<file path="src/design/asq_pkg.sv">
// ----------------------------------------------------------------------------
// asq_pkg: shared definitions for the A/D scan sequencer
// Widths, register indexes, event kinds and reset values of the sequencer.
// ----------------------------------------------------------------------------
package asq_pkg;

    localparam int NUM_SENSORS = 5;
    localparam int RESULT_BITS = 10;

    // Field widths of the stream items
    localparam int KIND_W    = 2;
    localparam int VALUE_W   = 10;
    localparam int CHAN_W    = 4;
    localparam int SEL_W     = 3;
    localparam int READING_W = 10;
    localparam int PERIOD_W  = 8;
    localparam int IDX_W     = $clog2(NUM_SENSORS + 1);

    // Packed stream widths, rounded up to whole bytes
    localparam int S_FIELDS_W = VALUE_W + CHAN_W + SEL_W;
    localparam int S_TDATA_W  = ((S_FIELDS_W + 7) / 8) * 8;
    localparam int M_FIELDS_W = 1 + CHAN_W + 1 + READING_W;
    localparam int M_TDATA_W  = ((M_FIELDS_W + 7) / 8) * 8;

    // Configuration port
    localparam int CFG_ADDR_W = 3;
    localparam int CFG_DATA_W = PERIOD_W;

    localparam logic [CFG_ADDR_W-1:0] REG_TICK_PERIOD = CFG_ADDR_W'(0);
    localparam logic [CFG_ADDR_W-1:0] REG_CHAN_BASE   = CFG_ADDR_W'(1);

    // Reset values
    localparam logic [PERIOD_W-1:0] TICK_PERIOD_RESET = PERIOD_W'(100);
    localparam logic [CHAN_W-1:0] CHAN_RESET [NUM_SENSORS] =
        '{4'h1, 4'h3, 4'h4, 4'h8, 4'h9};

    // Event kinds carried in tuser; the unused code acts as no event
    typedef enum logic [KIND_W-1:0] {
        EV_TICK = 2'd0,
        EV_DONE = 2'd1,
        EV_NONE = 2'd2
    } event_kind_t;

endpackage

</file>
<file path="src/design/adc_scan_sequencer.sv">
// ----------------------------------------------------------------------------
// adc_scan_sequencer: periodic A/D scan sequencer
// Tick-driven scan of five converter channels with per-slot result storage.
// ----------------------------------------------------------------------------
// Usage:
//   Slave stream (s_*): one event per item. tuser carries the event kind
//   (tick, conversion complete, no event); tdata carries the converter
//   value, the channel it was taken on and the slot to read back.
//   Master stream (m_*): exactly one result per input item, in order:
//   start request, channel to convert, busy flag and the selected reading.
//   Config port: write cfg_wdata to register cfg_addr when cfg_wr_en is
//   high (0 tick period, 1..5 channel of sensor slot 0..4). Write only
//   while no item is in flight.
// Pipeline:
//   An item is registered on accept in the input register, processed by
//   one stage of compare, match and mux logic, and registered in the
//   output register, whose contents appear on m_*.
//   One item per cycle is sustained while m_tready is high; the input register
//   and the output register each free up in the cycle their item moves on.
// Reset (aresetn low, synchronous): both streams empty, counter, index and
//   busy flag clear, all readings zero, config registers to defaults.
// Stall: with m_tready low the result holds, the input register fills,
//   and s_tready drops until the output is taken.
// ----------------------------------------------------------------------------
module adc_scan_sequencer (
    input  logic                           aclk,
    input  logic                           aresetn,
    // config write port
    input  logic                           cfg_wr_en,
    input  logic [asq_pkg::CFG_ADDR_W-1:0] cfg_addr,
    input  logic [asq_pkg::CFG_DATA_W-1:0] cfg_wdata,
    // input events
    input  logic                           s_tvalid,
    output logic                           s_tready,
    // tdata, low bit up: conversion_value[9:0], conversion_channel[3:0],
    //   read_sensor[2:0], zero pad
    input  logic [asq_pkg::S_TDATA_W-1:0]  s_tdata,
    // tuser: event_kind[1:0]
    input  logic [asq_pkg::KIND_W-1:0]     s_tuser,
    // results
    output logic                           m_tvalid,
    input  logic                           m_tready,
    // tdata, low bit up: start_conversion, start_channel[3:0], scan_busy,
    //   reading[9:0]
    output logic [asq_pkg::M_TDATA_W-1:0]  m_tdata
);
    import asq_pkg::*;

    // Configuration registers
    logic [PERIOD_W-1:0] tick_period_reg;
    logic [CHAN_W-1:0]   chan_reg [NUM_SENSORS];

    // Input register
    logic                in_vld_reg;
    logic [KIND_W-1:0]   in_kind_reg;
    logic [VALUE_W-1:0]  in_value_reg;
    logic [CHAN_W-1:0]   in_chan_reg;
    logic [SEL_W-1:0]    in_sel_reg;

    // Sequencer state
    logic [PERIOD_W-1:0]    tick_count_reg, tick_count_next;
    logic [IDX_W-1:0]       sensor_index_reg, sensor_index_next;
    logic                   scan_waiting_reg, scan_waiting_next;
    logic [RESULT_BITS-1:0] readings_reg [NUM_SENSORS];

    // Output register
    logic                 out_vld_reg;
    logic                 out_start_reg, out_start_next;
    logic [CHAN_W-1:0]    out_chan_reg, out_chan_next;
    logic                 out_busy_reg;
    logic [READING_W-1:0] out_reading_reg, out_reading_next;

    // Step logic
    logic                   advance;
    logic                   out_free;
    logic                   do_advance;
    logic                   wr_en;
    logic [IDX_W-1:0]       wr_slot;
    logic [CHAN_W-1:0]      idx_chan;
    logic [RESULT_BITS-1:0] wr_value;

    // Handshake: the input register moves on whenever the output is free
    assign out_free = !out_vld_reg || m_tready;
    assign advance  = in_vld_reg && out_free;
    assign s_tready = !in_vld_reg || out_free;
    assign m_tvalid = out_vld_reg;
    assign m_tdata  = M_TDATA_W'({out_reading_reg, out_busy_reg,
                                  out_chan_reg, out_start_reg});

    assign wr_value = RESULT_BITS'(in_value_reg);

    // Slot of the finished conversion: lowest match among slots 1..4, else 0
    always_comb begin
        wr_slot = '0;
        for (int k = NUM_SENSORS - 1; k >= 1; k--) begin
            if (chan_reg[k] == in_chan_reg) begin
                wr_slot = IDX_W'(k);
            end
        end
    end

    // Channel of the sensor the scan points at
    always_comb begin
        idx_chan = '0;
        for (int k = 0; k < NUM_SENSORS; k++) begin
            if (sensor_index_reg == IDX_W'(k)) begin
                idx_chan = chan_reg[k];
            end
        end
    end

    // Event handling: tick counter, completion store, scan advance
    always_comb begin
        tick_count_next   = tick_count_reg;
        sensor_index_next = sensor_index_reg;
        scan_waiting_next = scan_waiting_reg;
        out_start_next    = 1'b0;
        out_chan_next     = '0;
        do_advance        = 1'b0;
        wr_en             = 1'b0;
        case (event_kind_t'(in_kind_reg))
            EV_TICK: begin
                if (tick_count_reg > tick_period_reg) begin
                    do_advance      = !scan_waiting_reg;
                    tick_count_next = PERIOD_W'(1);
                end else begin
                    tick_count_next = tick_count_reg + PERIOD_W'(1);
                end
            end
            EV_DONE: begin
                wr_en      = 1'b1;
                do_advance = 1'b1;
            end
            default: begin
            end
        endcase
        if (do_advance) begin
            if (sensor_index_reg >= IDX_W'(NUM_SENSORS)) begin
                // last sensor done: go idle
                scan_waiting_next = 1'b0;
                sensor_index_next = '0;
            end else begin
                out_start_next    = 1'b1;
                out_chan_next     = idx_chan;
                sensor_index_next = sensor_index_reg + IDX_W'(1);
                scan_waiting_next = 1'b1;
            end
        end
    end

    // Read back the selected slot as it stands after this item
    always_comb begin
        out_reading_next = '0;
        for (int k = 0; k < NUM_SENSORS; k++) begin
            if (in_sel_reg == SEL_W'(k)) begin
                if (wr_en && wr_slot == IDX_W'(k)) begin
                    out_reading_next = READING_W'(wr_value);
                end else begin
                    out_reading_next = READING_W'(readings_reg[k]);
                end
            end
        end
    end

    // Configuration registers
    always_ff @(posedge aclk) begin
        if (!aresetn) begin
            tick_period_reg <= TICK_PERIOD_RESET;
            for (int k = 0; k < NUM_SENSORS; k++) begin
                chan_reg[k] <= CHAN_RESET[k];
            end
        end else if (cfg_wr_en) begin
            if (cfg_addr == REG_TICK_PERIOD) begin
                tick_period_reg <= cfg_wdata;
            end
            for (int k = 0; k < NUM_SENSORS; k++) begin
                if (cfg_addr == REG_CHAN_BASE + CFG_ADDR_W'(k)) begin
                    chan_reg[k] <= CHAN_W'(cfg_wdata);
                end
            end
        end
    end

    // Input register
    always_ff @(posedge aclk) begin
        if (!aresetn) begin
            in_vld_reg <= 1'b0;
        end else if (s_tready) begin
            in_vld_reg <= s_tvalid;
        end
        if (s_tvalid && s_tready) begin
            in_kind_reg  <= s_tuser;
            in_value_reg <= s_tdata[VALUE_W-1:0];
            in_chan_reg  <= s_tdata[VALUE_W +: CHAN_W];
            in_sel_reg   <= s_tdata[VALUE_W + CHAN_W +: SEL_W];
        end
    end

    // Sequencer state, committed as the item moves to the output
    always_ff @(posedge aclk) begin
        if (!aresetn) begin
            tick_count_reg   <= '0;
            sensor_index_reg <= '0;
            scan_waiting_reg <= 1'b0;
            for (int k = 0; k < NUM_SENSORS; k++) begin
                readings_reg[k] <= '0;
            end
        end else if (advance) begin
            tick_count_reg   <= tick_count_next;
            sensor_index_reg <= sensor_index_next;
            scan_waiting_reg <= scan_waiting_next;
            for (int k = 0; k < NUM_SENSORS; k++) begin
                if (wr_en && wr_slot == IDX_W'(k)) begin
                    readings_reg[k] <= wr_value;
                end
            end
        end
    end

    // Output register
    always_ff @(posedge aclk) begin
        if (!aresetn) begin
            out_vld_reg <= 1'b0;
        end else if (out_free) begin
            out_vld_reg <= in_vld_reg;
        end
        if (advance) begin
            out_start_reg   <= out_start_next;
            out_chan_reg    <= out_chan_next;
            out_busy_reg    <= scan_waiting_next;
            out_reading_reg <= out_reading_next;
        end
    end

    // ------------------------------------------------------------------
    // Assertions
    // ------------------------------------------------------------------
    // idle scan always sits at sensor 0
    a_idle_index: assert property (@(posedge aclk) disable iff (!aresetn)
        !scan_waiting_reg |-> sensor_index_reg == '0)
        else $error("scan idle with nonzero sensor index");

    // a busy scan points past a requested sensor, never beyond the last
    a_busy_index: assert property (@(posedge aclk) disable iff (!aresetn)
        scan_waiting_reg |-> (sensor_index_reg != '0 &&
                              sensor_index_reg <= IDX_W'(NUM_SENSORS)))
        else $error("busy scan with bad sensor index");

    // a start request always leaves the scan busy
    a_start_busy: assert property (@(posedge aclk) disable iff (!aresetn)
        (out_vld_reg && out_start_reg) |-> out_busy_reg)
        else $error("conversion requested while scan idle");

    // channel field is zero without a start request
    a_chan_zero: assert property (@(posedge aclk) disable iff (!aresetn)
        (out_vld_reg && !out_start_reg) |-> out_chan_reg == '0)
        else $error("start channel set without start request");

endmodule
</file>
<file path="config.mk">
export PLATFORM = sky130hd
export DESIGN_NAME = adc_scan_sequencer
export DESIGN_NICKNAME = d
export VERILOG_FILES = /design/src/design/asq_pkg.sv /design/src/design/adc_scan_sequencer.sv
export SDC_FILE = /design/constraint.sdc
export NUM_CORES = 1
export LEC_CHECK = 0
export ABC_AREA = 1
export BUFFER_PORTS_ARGS = -buffer_cell sky130_fd_sc_hd__buf_2
export CAP_MARGIN = 20
export CORE_MARGIN = 3
export CORE_UTILIZATION = 54
export DETAILED_ROUTE_END_ITERATION = 6
export GPL_TIMING_DRIVEN = 0
export MAX_ROUTING_LAYER = met4
export PLACE_DENSITY_LB_ADDON = 0.3
export SLEW_MARGIN = 20
export SYNTH_ARGS = -nofsm -noshare
export SYNTH_HDL_FRONTEND = slang
export SYNTH_SLANG_ARGS = --single-unit
</file>
<file path="constraint.sdc">
create_clock -name aclk -period 2.5 [get_ports aclk]
set_clock_uncertainty 0.2 [all_clocks]
set_input_delay 0.5 -clock aclk [delete_from_list [all_inputs] [get_ports aclk]]
set_output_delay 0.5 -clock aclk [all_outputs]
set_load 0.01 [all_outputs]
</file>
==> results of run 1 <==
[stage by stage]
stage                     power, mW  std cells  area [sq um]
after detailed placement       2.97        855          6820
after floorplan                2.80        661          6360
final                          5.40        889          7480
after global placement         2.94        853          6790
after CTS                      5.39        887          7420
after global routing           5.57        889          7480
[cells in the mapped netlist (all sizes together)]
| master | number |
|---|---|
| nand2 | 187 |
| edfxtp | 105 |
| inv | 90 |
| nand3 | 54 |
| nor2 | 44 |
| o21ai | 32 |
| a21oi | 29 |
| dfxtp | 22 |
| o211ai | 20 |
| ha | 14 |
| buf | 10 |
| o21bai | 10 |
| nor3 | 8 |
| nand4 | 7 |
| a31oi | 4 |
| clkbuf | 4 |
| xor2 | 4 |
| nor3b | 3 |
| o31ai | 3 |
| clkinv | 2 |
| o221ai | 2 |
| o22ai | 2 |
| xnor2 | 2 |
| a211oi | 1 |
| a21boi | 1 |
| nand3b | 1 |
[placed cells by master, fill, tap and decap left out, drive strengths merged, types with 9 or more instances in the layout]
cell type / netlist / layout
ha: 14 / 14
edfxtp: 105 / 105
nand2: 187 / 187
nor2: 44 / 44
dfxtp: 22 / 22
inv: 90 / 90
a21oi: 29 / 29
o21bai: 10 / 10
clkinv: 2 / 9
clkbuf: 4 / 24
o211ai: 20 / 20
buf: 10 / 66
nand3: 54 / 54
o21ai: 32 / 32
[logic make-up after synthesis]
| logic type | Yosys count |
|---|---|
| buffers and inverters | 106 |
| AO/OA/AOI/OAI | 104 |
| flip-flops | 127 |
| AND/OR/NAND/NOR | 304 |
| XOR/XNOR | 6 |
| adder cells (fa/ha/maj) | 14 |
[critical path, delay by kind of cell, from the launching register on]
| family | cells | cell delay (ps) |
|---|---|---|
| buf+inv | 1 | 310 |
| xor+xnor | 1 | 200 |
| flops | 1 | 470 |
| compound gates | 1 | 120 |
| simple gates | 7 | 850 |
[power groups by stage]
stage / sequential [mW] / combinational [mW] / clock [mW]
5_1_grt: 2.47 / 0.532 / 2.56
4_1_cts: 2.46 / 0.467 / 2.46
2_1_floorplan: 2.49 / 0.302 / 0
3_3_place_gp: 2.50 / 0.440 / 0
3_5_place_dp: 2.51 / 0.460 / 0
6_report: 2.46 / 0.487 / 2.44
[final cells by class]
cell class	instances	area [sq um]	share of cell area, %
Tap cell	140	175	2.34
Clock buffer	20	437	5.84
Timing Repair Buffer	56	303	4.05
Sequential cell	127	3590	48.0
Multi-Input combinational cell	428	2380	31.8
Clock inverter	12	144	1.92
Buffer	14	97.6	1.30
Inverter	92	350	4.68
[per-layer routing]
metal  global-route usage, %  vias up
li1                        -     2406
met1                    30.8     2331
met2                    38.0      239
met3                    5.71       46
met4                    14.7        0
met5                       -        -
[repair_timing]
| action | 4_1_cts | 5_1_grt |
|---|---|---|
| setup endpoints to repair | 30 | 69 |
| hold buffers | 0 | 0 |
| buffers inserted | 0 | 2 |
| gates cloned | 0 | 0 |
| pin swaps | 0 | 1 |
| endpoints found under the hold margin | 0 | 0 |
| gates resized for setup | 5 | 8 |
[final timing paths]
kind	startpoint	end	slack (ps)
min reg2reg	tick_period_reg[4]	tick_period_reg[4]	270
max reg2reg	in_chan_reg[2]	out_reading_reg[7]	100
min	s_tdata[5]	in_value_reg[5]	50
max	in_chan_reg[2]	out_reading_reg[7]	100
==> impl_metrics.json, run 1 <==
{
  "status": "finished clean",
  "top_layer": "met4",
  "synth_top_cells_by_area": "edfxtp_1, nand2_1, dfxtp_1",
  "tns_ps": 0,
  "post_synth_xor_area_fraction_pct": 0.827,
  "tightestPinTransition_ps": 940,
  "crit_path_frequent_cell": "nand2_1",
  "final_min_period_over_clock_period_pct": 96.1,
  "timing.final.max_slew_violations": 0,
  "power.static_leakage_nw": 3.23,
  "number_of_global_route_vias_before_repair": 4887,
  "max_freq_ghz": 0.416,
  "max-cap-violations": 0,
  "globalRouteTotalUtil_pct": 25.1,
  "gp_congestion": 0.898,
  "met3WireLength_mm": 1.24,
  "num-fill-cells": 816,
  "antenna_cells": 0,
  "clock_power_share_pct": 45.3,
  "detailed_place_hpwl_mm": 10.5,
  "synth.mux.area_fraction_pct": 0,
  "clock_tree.buffer_depth": 2,
  "setup_slack_ps": 97.3,
  "area_growth_syn_to_layout_pct": 17.7,
  "wl_met1_mm": 6.29,
  "worst-endpoint-arrival_ps": 2360,
  "delay_contributed_by_the_slowest_stage_of_the_critical_path_ps": 470,
  "yosysTopAreaCellShare_pct": 49.6,
  "synthesis.yosys.warnings": 0,
  "floorplan.die.height_um": 115,
  "initial_antenna_violation_count": 0,
  "firstDrtPassIters": 5,
  "global_route.overflow_total": 0,
  "largest_reg_flops": 50,
  "clk_lat_worst_skew_ps": 420,
  "port_buffers": 52,
  "drt_iter0_markers": 418,
  "worst_hold_path.num_cells": 1,
  "clock_sink_count": 127,
  "layout.nets": 792,
  "peakVddDrop_uv": 531,
  "synth_compound_gate_area_share_pct": 10.9,
  "synthesis.area_per_instance_sq_um": 9.62,
  "seqPwrFrac_pct": 45.7,
  "finalWirelength_mm": 15.4,
  "cp-start-kind": "flop",
  "synthSimpleGateAreaFrac_pct": 22.0,
  "dp_worst_setup_slack_ps": -470,
  "power_switching_share_pct": 23.7,
  "synthDistinctLibCells": 43,
  "worstSetupPathType": "reg -> reg",
  "hold_path.class": "in -> reg",
  "yosys_register_bits": 127,
  "maximum_number_of_pins_on_one_net_before_global_route_repair": 21,
  "finalHoldWorstSlack_ps": 48.5,
  "initial_utilization_pct": 56.9,
  "crit_path_max_fanout": 10,
  "crit_path_time_final_ps": 2400,
  "tritoncts_clock_tree": "yes",
  "setup.worst_path.end_class": "flop",
  "cts.reportedPaths.clkPinSlew_ps": 60,
  "pin_count": 60,
  "synth.cell_area_sq_mm": 0.00636,
  "wire_length_of_the_first_global_routing_pass_mm": 24.1,
  "die_w_um": 115,
  "routed-via-count": 5022,
  "route.detailed.vias_per_inst": 5.65,
  "critPathSlowestCell": "edfxtp_1",
  "cp_cell_sequence": "xor2_1 > nor2_1 > nand2_1 > nand2_1 > buf_2 > o21bai_1 > nand3_1 > nand2_1 > nor2_1 > nand2_1",
  "fin_util_pct": 67.0,
  "routedWlPerCell_um": 17.4,
  "required_ps": 2450,
  "pwr-share-comb_pct": 9.0,
  "synth-seq-area-share_pct": 56.5,
  "fp.dieArea_sq_mm": 0.0131,
  "cts_inserted_buffers": 17,
  "rows": 38,
  "dr_wl_met2_mm": 7.35,
  "timing.max_slew.rel_slack_pct": 37.3,
  "cts-root-buf": "clkbuf_16",
  "synth_top_family_by_area": "simple AND/OR/NAND/NOR gates",
  "timing.reg2reg.worst_path_depth": 10,
  "synth.largest_area_cell": "edfxtp_1",
  "internal-power_mw": 4.12,
  "drt.antenna.violating_nets": 0,
  "synth_nets": 717,
  "drc_errors": 0,
  "p_switching_mw": 1.28,
  "post_route_cells_drive_above_1_share_pct": 20.3,
  "synthCells": 661,
  "cts_htree_levels": 4,
  "final_hold_viol_count": 0,
  "core_sq_mm": 0.0112,
  "pwr_density_cell_mw_per_mm2": 721,
  "setup_viol_count_final": 0,
  "synthesized_area_fraction_occupied_by_adder_cells_pct": 2.76
}
No activity file was read; power rests on OpenSTA's default activity.
==> run 2, diff against run 1 <==
--- a/config.mk
+++ b/config.mk
@@ -7,9 +7,10 @@
 export LEC_CHECK = 0
 export ABC_AREA = 1
 export BUFFER_PORTS_ARGS = -buffer_cell sky130_fd_sc_hd__buf_2
-export CAP_MARGIN = 20
+export CORE_ASPECT_RATIO = 1.25
 export CORE_MARGIN = 3
-export CORE_UTILIZATION = 54
+export CORE_UTILIZATION = 56
+export CTS_BUF_LIST = sky130_fd_sc_hd__clkbuf_4 sky130_fd_sc_hd__clkbuf_8
 export DETAILED_ROUTE_END_ITERATION = 6
 export GPL_TIMING_DRIVEN = 0
 export MAX_ROUTING_LAYER = met4
==> run 2 against run 1 <==
Critical path depth decreased by 2. Critical path type unchanged. Die area fell by 3.3%. Register-to-register slack gained 50 ps. Clock power decreased by 26%. Largest power group unchanged. Largest cell class unchanged. Global-route usage fell by 0.58 points. Routed wire length down 4.6%. Cell count shrank 1.0%. Utilization is 0.27 points higher.
==> impl_metrics.json, run 2 (same netlist as run 1, synthesis figures left out) <==
{
  "routed-via-count": 4994,
  "timing.max_slew.rel_slack_pct": 39.7,
  "worst-endpoint-arrival_ps": 2330,
  "initial_antenna_violation_count": 0,
  "cp-start-kind": "flop",
  "report.power.total_mw": 4.75,
  "globalRouteTotalUtil_pct": 24.5,
  "cp_cell_sequence": "nor2_8 > inv_1 > a21oi_1 > nand3_1 > nand3_1 > nand2_1 > nand2_1 > nand3_1",
  "final_min_period_over_clock_period_pct": 94.2,
  "post_route_cells_drive_above_1_share_pct": 19.9,
  "pwr-share-comb_pct": 10.0,
  "setup_viol_count_final": 0,
  "clock_tree.buffer_depth": 2,
  "fp.dieArea_sq_mm": 0.0127,
  "delay_contributed_by_the_slowest_stage_of_the_critical_path_ps": 520,
  "placedInstanceArea_sq_mm": 0.00680,
  "seqPwrFrac_pct": 51.7,
  "cts-root-buf": "clkbuf_8",
  "cts_htree_levels": 4,
  "worstSetupPathType": "reg -> reg",
  "timing.final.max_slew_violations": 0,
  "crit_path_time_final_ps": 2350,
  "tightestPinTransition_ps": 903,
  "firstDrtPassIters": 5,
  "setup.worst_path.end_class": "flop",
  "postLayoutCellArea_sq_mm": 0.00728,
  "finalWirelength_mm": 14.7,
  "final_hold_viol_count": 0,
  "layout.cells.most_common": "nand2_1",
  "peakVddDrop_uv": 450,
  "drt_iter0_markers": 243,
  "drt.antenna.violating_nets": 0,
  "pwr_density_cell_mw_per_mm2": 652,
  "initial_utilization_pct": 58.7,
  "largest_reg_flops": 50,
  "hold_path.class": "in -> reg",
  "max_freq_ghz": 0.425,
  "tritoncts_clock_tree": "yes",
  "clk_lat_worst_skew_ps": 440,
  "power_switching_share_pct": 25.2,
  "crit_path_max_fanout": 9,
  "cts_inserted_buffers": 17,
  "internal-power_mw": 3.55,
  "global_route.overflow_total": 0,
  "gp_congestion": 0.966,
  "maximum_number_of_pins_on_one_net_before_global_route_repair": 21,
  "p_switching_mw": 1.19,
  "clock_sink_count": 127,
  "core_sq_mm": 0.0108,
  "finalHoldWorstSlack_ps": 33.7,
  "route.detailed.vias_per_inst": 5.68,
  "critPathSlowestCell": "edfxtp_1",
  "power.static_leakage_nw": 3.15,
  "port_buffers": 52,
  "fin_util_pct": 67.2,
  "area_growth_syn_to_layout_pct": 14.5,
  "tns_ps": 0,
  "routedWlPerCell_um": 16.7,
  "antenna_cells": 0,
  "floorplan.die.height_um": 125,
  "status": "finished clean",
  "pin_count": 60,
  "detailed_place_hpwl_mm": 10.4,
  "clock_power_share_pct": 38.2,
  "wire_length_of_the_first_global_routing_pass_mm": 23.1,
  "required_ps": 2480,
  "cts.reportedPaths.clkPinSlew_ps": 80,
  "layout.nets": 791,
  "max-cap-violations": 0,
  "most-common-layout-cells": "nand2_1, edfxtp_1, inv_1",
  "rows": 42,
  "die_w_um": 101,
  "drc_errors": 0,
  "crit_path_frequent_cell": "nand3_1",
  "number_of_global_route_vias_before_repair": 4906
}
[run 2: cell count changes in the layout (fill, tap and decap cells not counted), sizes merged]
cell,change
clkbuf,-2
dlygate4sd3,+1
clkinv,+2
buf,-2
[run 2: what timing repair did]
| action | in CTS | in global routing |
|---|---|---|
| pin swaps | 0 | 1 |
| hold buffers | 0 | 1 |
| setup endpoints to repair | 26 | 57 |
| gates resized for setup | 3 | 4 |
| setup buffers | 0 | 1 |
| endpoints found under the hold margin | 0 | 1 |
[run 2: power by group through the flow]
stage          clock network [mW]  logic [mW]  registers, mW
2_1_floorplan                   0       0.302           2.49
3_3_place_gp                    0       0.440           2.50
3_5_place_dp                    0       0.457           2.50
4_1_cts                      1.84       0.462           2.46
5_1_grt                      1.93       0.524           2.47
6_report                     1.81       0.477           2.46
[run 2: through the flow]
stage	instances	setup WS [ps]
4_1_cts	878	16.1
3_5_place_dp	846	-128
2_1_floorplan	661	0.190
3_3_place_gp	845	-625
6_report	880	146
5_1_grt	880	-13.5
[run 2: worst paths after layout]
kind | startpoint | to | slack (ps) | depth (start not counted)
worst min-delay path | s_tdata[0] | in_value_reg[0] | 30 | 1
worst min register to register | tick_period_reg[7] | tick_period_reg[7] | 270 | 2
worst max-delay path | in_kind_reg[1] | out_reading_reg[8] | 150 | 8
worst max register to register | in_kind_reg[1] | out_reading_reg[8] | 150 | 8
[run 2: final cells by class]
class	count	area (sq um)
plain buffers	14	97.6
clock buffers	18	241
clock inverters	14	169
fillers	852	3550
inverters	92	350
multi-input cells	428	2360
flip-flops and latches	127	3590
well taps	132	165
repair buffers	55	298
[run 2: worst max-delay path, delay by kind of cell, from the launching register on]
family | cells | cell delay (ps)
simple gates | 6 | 720
flops | 1 | 520
compound gates | 1 | 480
buf+inv | 1 | 170
[run 2: layer usage]
metal,GRT usage (%),part of all wire (%),vias to the layer above,wire (um)
li1,-,-,2384,-
met1,28.2,37,2356,5460
met2,40.7,52,225,7720
met3,5.35,7.9,29,1160
met4,10.6,2.5,0,365
met5,-,0,-,0
==> run 3, diff against run 2 <==
--- a/config.mk
+++ b/config.mk
@@ -9,7 +9,7 @@
 export BUFFER_PORTS_ARGS = -buffer_cell sky130_fd_sc_hd__buf_2
 export CORE_ASPECT_RATIO = 1.25
 export CORE_MARGIN = 3
-export CORE_UTILIZATION = 56
+export CORE_UTILIZATION = 62
 export CTS_BUF_LIST = sky130_fd_sc_hd__clkbuf_4 sky130_fd_sc_hd__clkbuf_8
 export DETAILED_ROUTE_END_ITERATION = 6
 export GPL_TIMING_DRIVEN = 0
==> constraint.sdc (replaced) <==
create_clock -name aclk -period 2.42 [get_ports aclk]
set_clock_uncertainty 0.2 [all_clocks]
set_input_delay 0.484 -clock aclk [delete_from_list [all_inputs] [get_ports aclk]]
set_output_delay 0.484 -clock aclk [all_outputs]
set_load 0.01 [all_outputs]
==> run 3 against run 2 <==
Cell count grew 1.0%. Sequential share of layout area fell by 1.6 points. Maximum frequency rose by 0.54%. Largest power group unchanged. Highest routed layer unchanged. Largest cell class unchanged.
==> impl_metrics.json, run 3 (same netlist as run 1, synthesis figures left out) <==
{
  "pwr-share-comb_pct": 10.1,
  "clock_tree.buffer_depth": 2,
  "area_growth_syn_to_layout_pct": 18.4,
  "p_switching_mw": 1.25,
  "routedWlPerCell_um": 18.0,
  "core_sq_mm": 0.00981,
  "status": "finished clean",
  "final_hold_viol_count": 0,
  "rows": 40,
  "hold_start": "s_tdata[2]",
  "floorplan.die.height_um": 119,
  "max-cap-violations": 0,
  "placedInstanceArea_sq_mm": 0.00679,
  "drt_iter0_markers": 406,
  "tns_ps": 0,
  "tightestPinTransition_ps": 890,
  "fin_util_pct": 76.7,
  "global_route.overflow_total": 0,
  "internal-power_mw": 4.01,
  "seqPwrFrac_pct": 48.4,
  "dp_worst_setup_slack_ps": -534,
  "most-common-layout-cells": "nand2_1, edfxtp_1, inv_1",
  "wire_length_of_the_first_global_routing_pass_mm": 24.9,
  "max_freq_ghz": 0.427,
  "tritoncts_clock_tree": "yes",
  "die_w_um": 96.6,
  "maximum_number_of_pins_on_one_net_before_global_route_repair": 21,
  "setup_viol_count_final": 0,
  "final_min_period_over_clock_period_pct": 96.8,
  "detailed_place_hpwl_mm": 10.5,
  "finalWirelength_mm": 16.0,
  "pwr_density_cell_mw_per_mm2": 699,
  "gp_congestion": 0.919,
  "hold_path.class": "in -> reg",
  "route.detailed.vias_per_inst": 5.90,
  "timing.max_slew.rel_slack_pct": 40.6,
  "initial_antenna_violation_count": 0,
  "report.power.total_mw": 5.26,
  "timing.final.max_slew_violations": 0,
  "holdPathEnd": "in_value_reg[2]",
  "cts_htree_levels": 4,
  "crit_path_max_fanout": 10,
  "globalRouteTotalUtil_pct": 29.8,
  "number_of_global_route_vias_before_repair": 5206,
  "cp-start-kind": "flop",
  "largest_reg_flops": 50,
  "fp.dieArea_sq_mm": 0.0115,
  "firstDrtPassIters": 6,
  "setup_slack_ps": 78.6,
  "clk_lat_worst_skew_ps": 460,
  "drc_errors": 0,
  "worst-endpoint-arrival_ps": 2280,
  "crit_path_time_final_ps": 2340,
  "post_route_cells_drive_above_1_share_pct": 21.0,
  "worst_hold_path.num_cells": 1,
  "postLayoutCellArea_sq_mm": 0.00752,
  "setup.worst_path.end_class": "flop",
  "routed-via-count": 5247,
  "layout.cells.most_common": "nand2_1",
  "antenna_cells": 0,
  "initial_utilization_pct": 64.8,
  "worst_r2r_startpoint": "in_chan_reg[0]",
  "cts_inserted_buffers": 17,
  "drt.antenna.violating_nets": 0,
  "layout.nets": 806,
  "power_switching_share_pct": 23.8,
  "clock_sink_count": 127,
  "r2r_slack_ps": 80,
  "required_ps": 2360,
  "pin_count": 60,
  "cts.reportedPaths.clkPinSlew_ps": 70,
  "cts-root-buf": "clkbuf_8",
  "port_buffers": 52,
  "worstSetupPathType": "reg -> reg",
  "timing.reg2reg.worst_path_depth": 10,
  "rr_endpoint": "readings_reg[0][46]",
  "power.static_leakage_nw": 3.26,
  "clock_power_share_pct": 41.5,
  "peakVddDrop_uv": 499
}
-- run 3: cell types whose count changed in the layout (fill, tap and decap cells not counted), moves of 2 or more --
cell | previous run | this run
nand2_2 | 8 | 10
dlygate4sd3_1 | 1 | 10
clkinv_4 | 6 | 1
bufinv_16 | 3 | 6
buf_2 | 55 | 53
nor2_1 | 35 | 31
buf_4 | 5 | 9
nor2_2 | 2 | 6
nand2_1 | 176 | 174
clkbuf_4 | 1 | 4
buf_12 | 1 | 3
clkinv_1 | 1 | 3
-- run 3: what timing repair did --
action | in CTS | in global routing
pin swaps | 1 | 3
hold buffers | 8 | 2
resized for setup | 7 | 12
setup endpoints to repair | 33 | 74
endpoints found under the hold margin | 8 | 2
setup buffers | 2 | 5
-- run 3: worst max path at each step --
stage	start	to	cells past startpoint
floorplan	in_chan_reg[0]	readings_reg[0][30]	10
global placement	in_chan_reg[0]	readings_reg[0][34]	10
detailed placement	in_chan_reg[2]	readings_reg[0][34]	10
CTS	in_chan_reg[0]	readings_reg[0][12]	8
global route	in_chan_reg[0]	readings_reg[0][46]	10
finish	in_chan_reg[0]	readings_reg[0][46]	10
-- run 3: cell type report --
cell class | instances | area [sq um]
Buffer | 14 | 103
Clock buffer | 19 | 249
Clock inverter | 13 | 218
Fill cell | 685 | 2280
Inverter | 92 | 350
Multi-Input combinational cell | 428 | 2400
Sequential cell | 127 | 3590
Tap cell | 126 | 158
Timing Repair Buffer | 70 | 458
-- run 3: power by group through the flow --
| stage | sequential (mW) | combinational [mW] | clock (mW) |
|---|---|---|---|
| after global placement | 2.58 | 0.450 | 0 |
| after floorplan | 2.58 | 0.312 | 0 |
| final | 2.54 | 0.532 | 2.18 |
| after CTS | 2.54 | 0.495 | 2.18 |
| after detailed placement | 2.59 | 0.470 | 0 |
| after global routing | 2.55 | 0.583 | 2.28 |
-- run 3: metrics by stage --
stage	instances	hold slack [ps]
2_1_floorplan	661	236
3_3_place_gp	839	255
3_5_place_dp	840	263
4_1_cts	882	0.306
5_1_grt	889	0.829
6_report	889	10.9
-- run 3: worst max-delay path: stages, from the launching register on --
cell and delay, ps:
edfxtp_1 470, inv_2 110, nand2_1 80, nand2_2 100
nor2_4 50, nand2_4 120, nand3_2 130, nor2_2 190
nand2_1 130, buf_4 240, nand2_4 200
-- run 3: layer usage --
layer | global-route usage [%] | vias up | routed length [um]
li1 | - | 2418 | -
met1 | 32.4 | 2455 | 5540
met2 | 50.5 | 304 | 8390
met3 | 7.52 | 70 | 1380
met4 | 13.1 | 0 | 654
met5 | - | - | 0
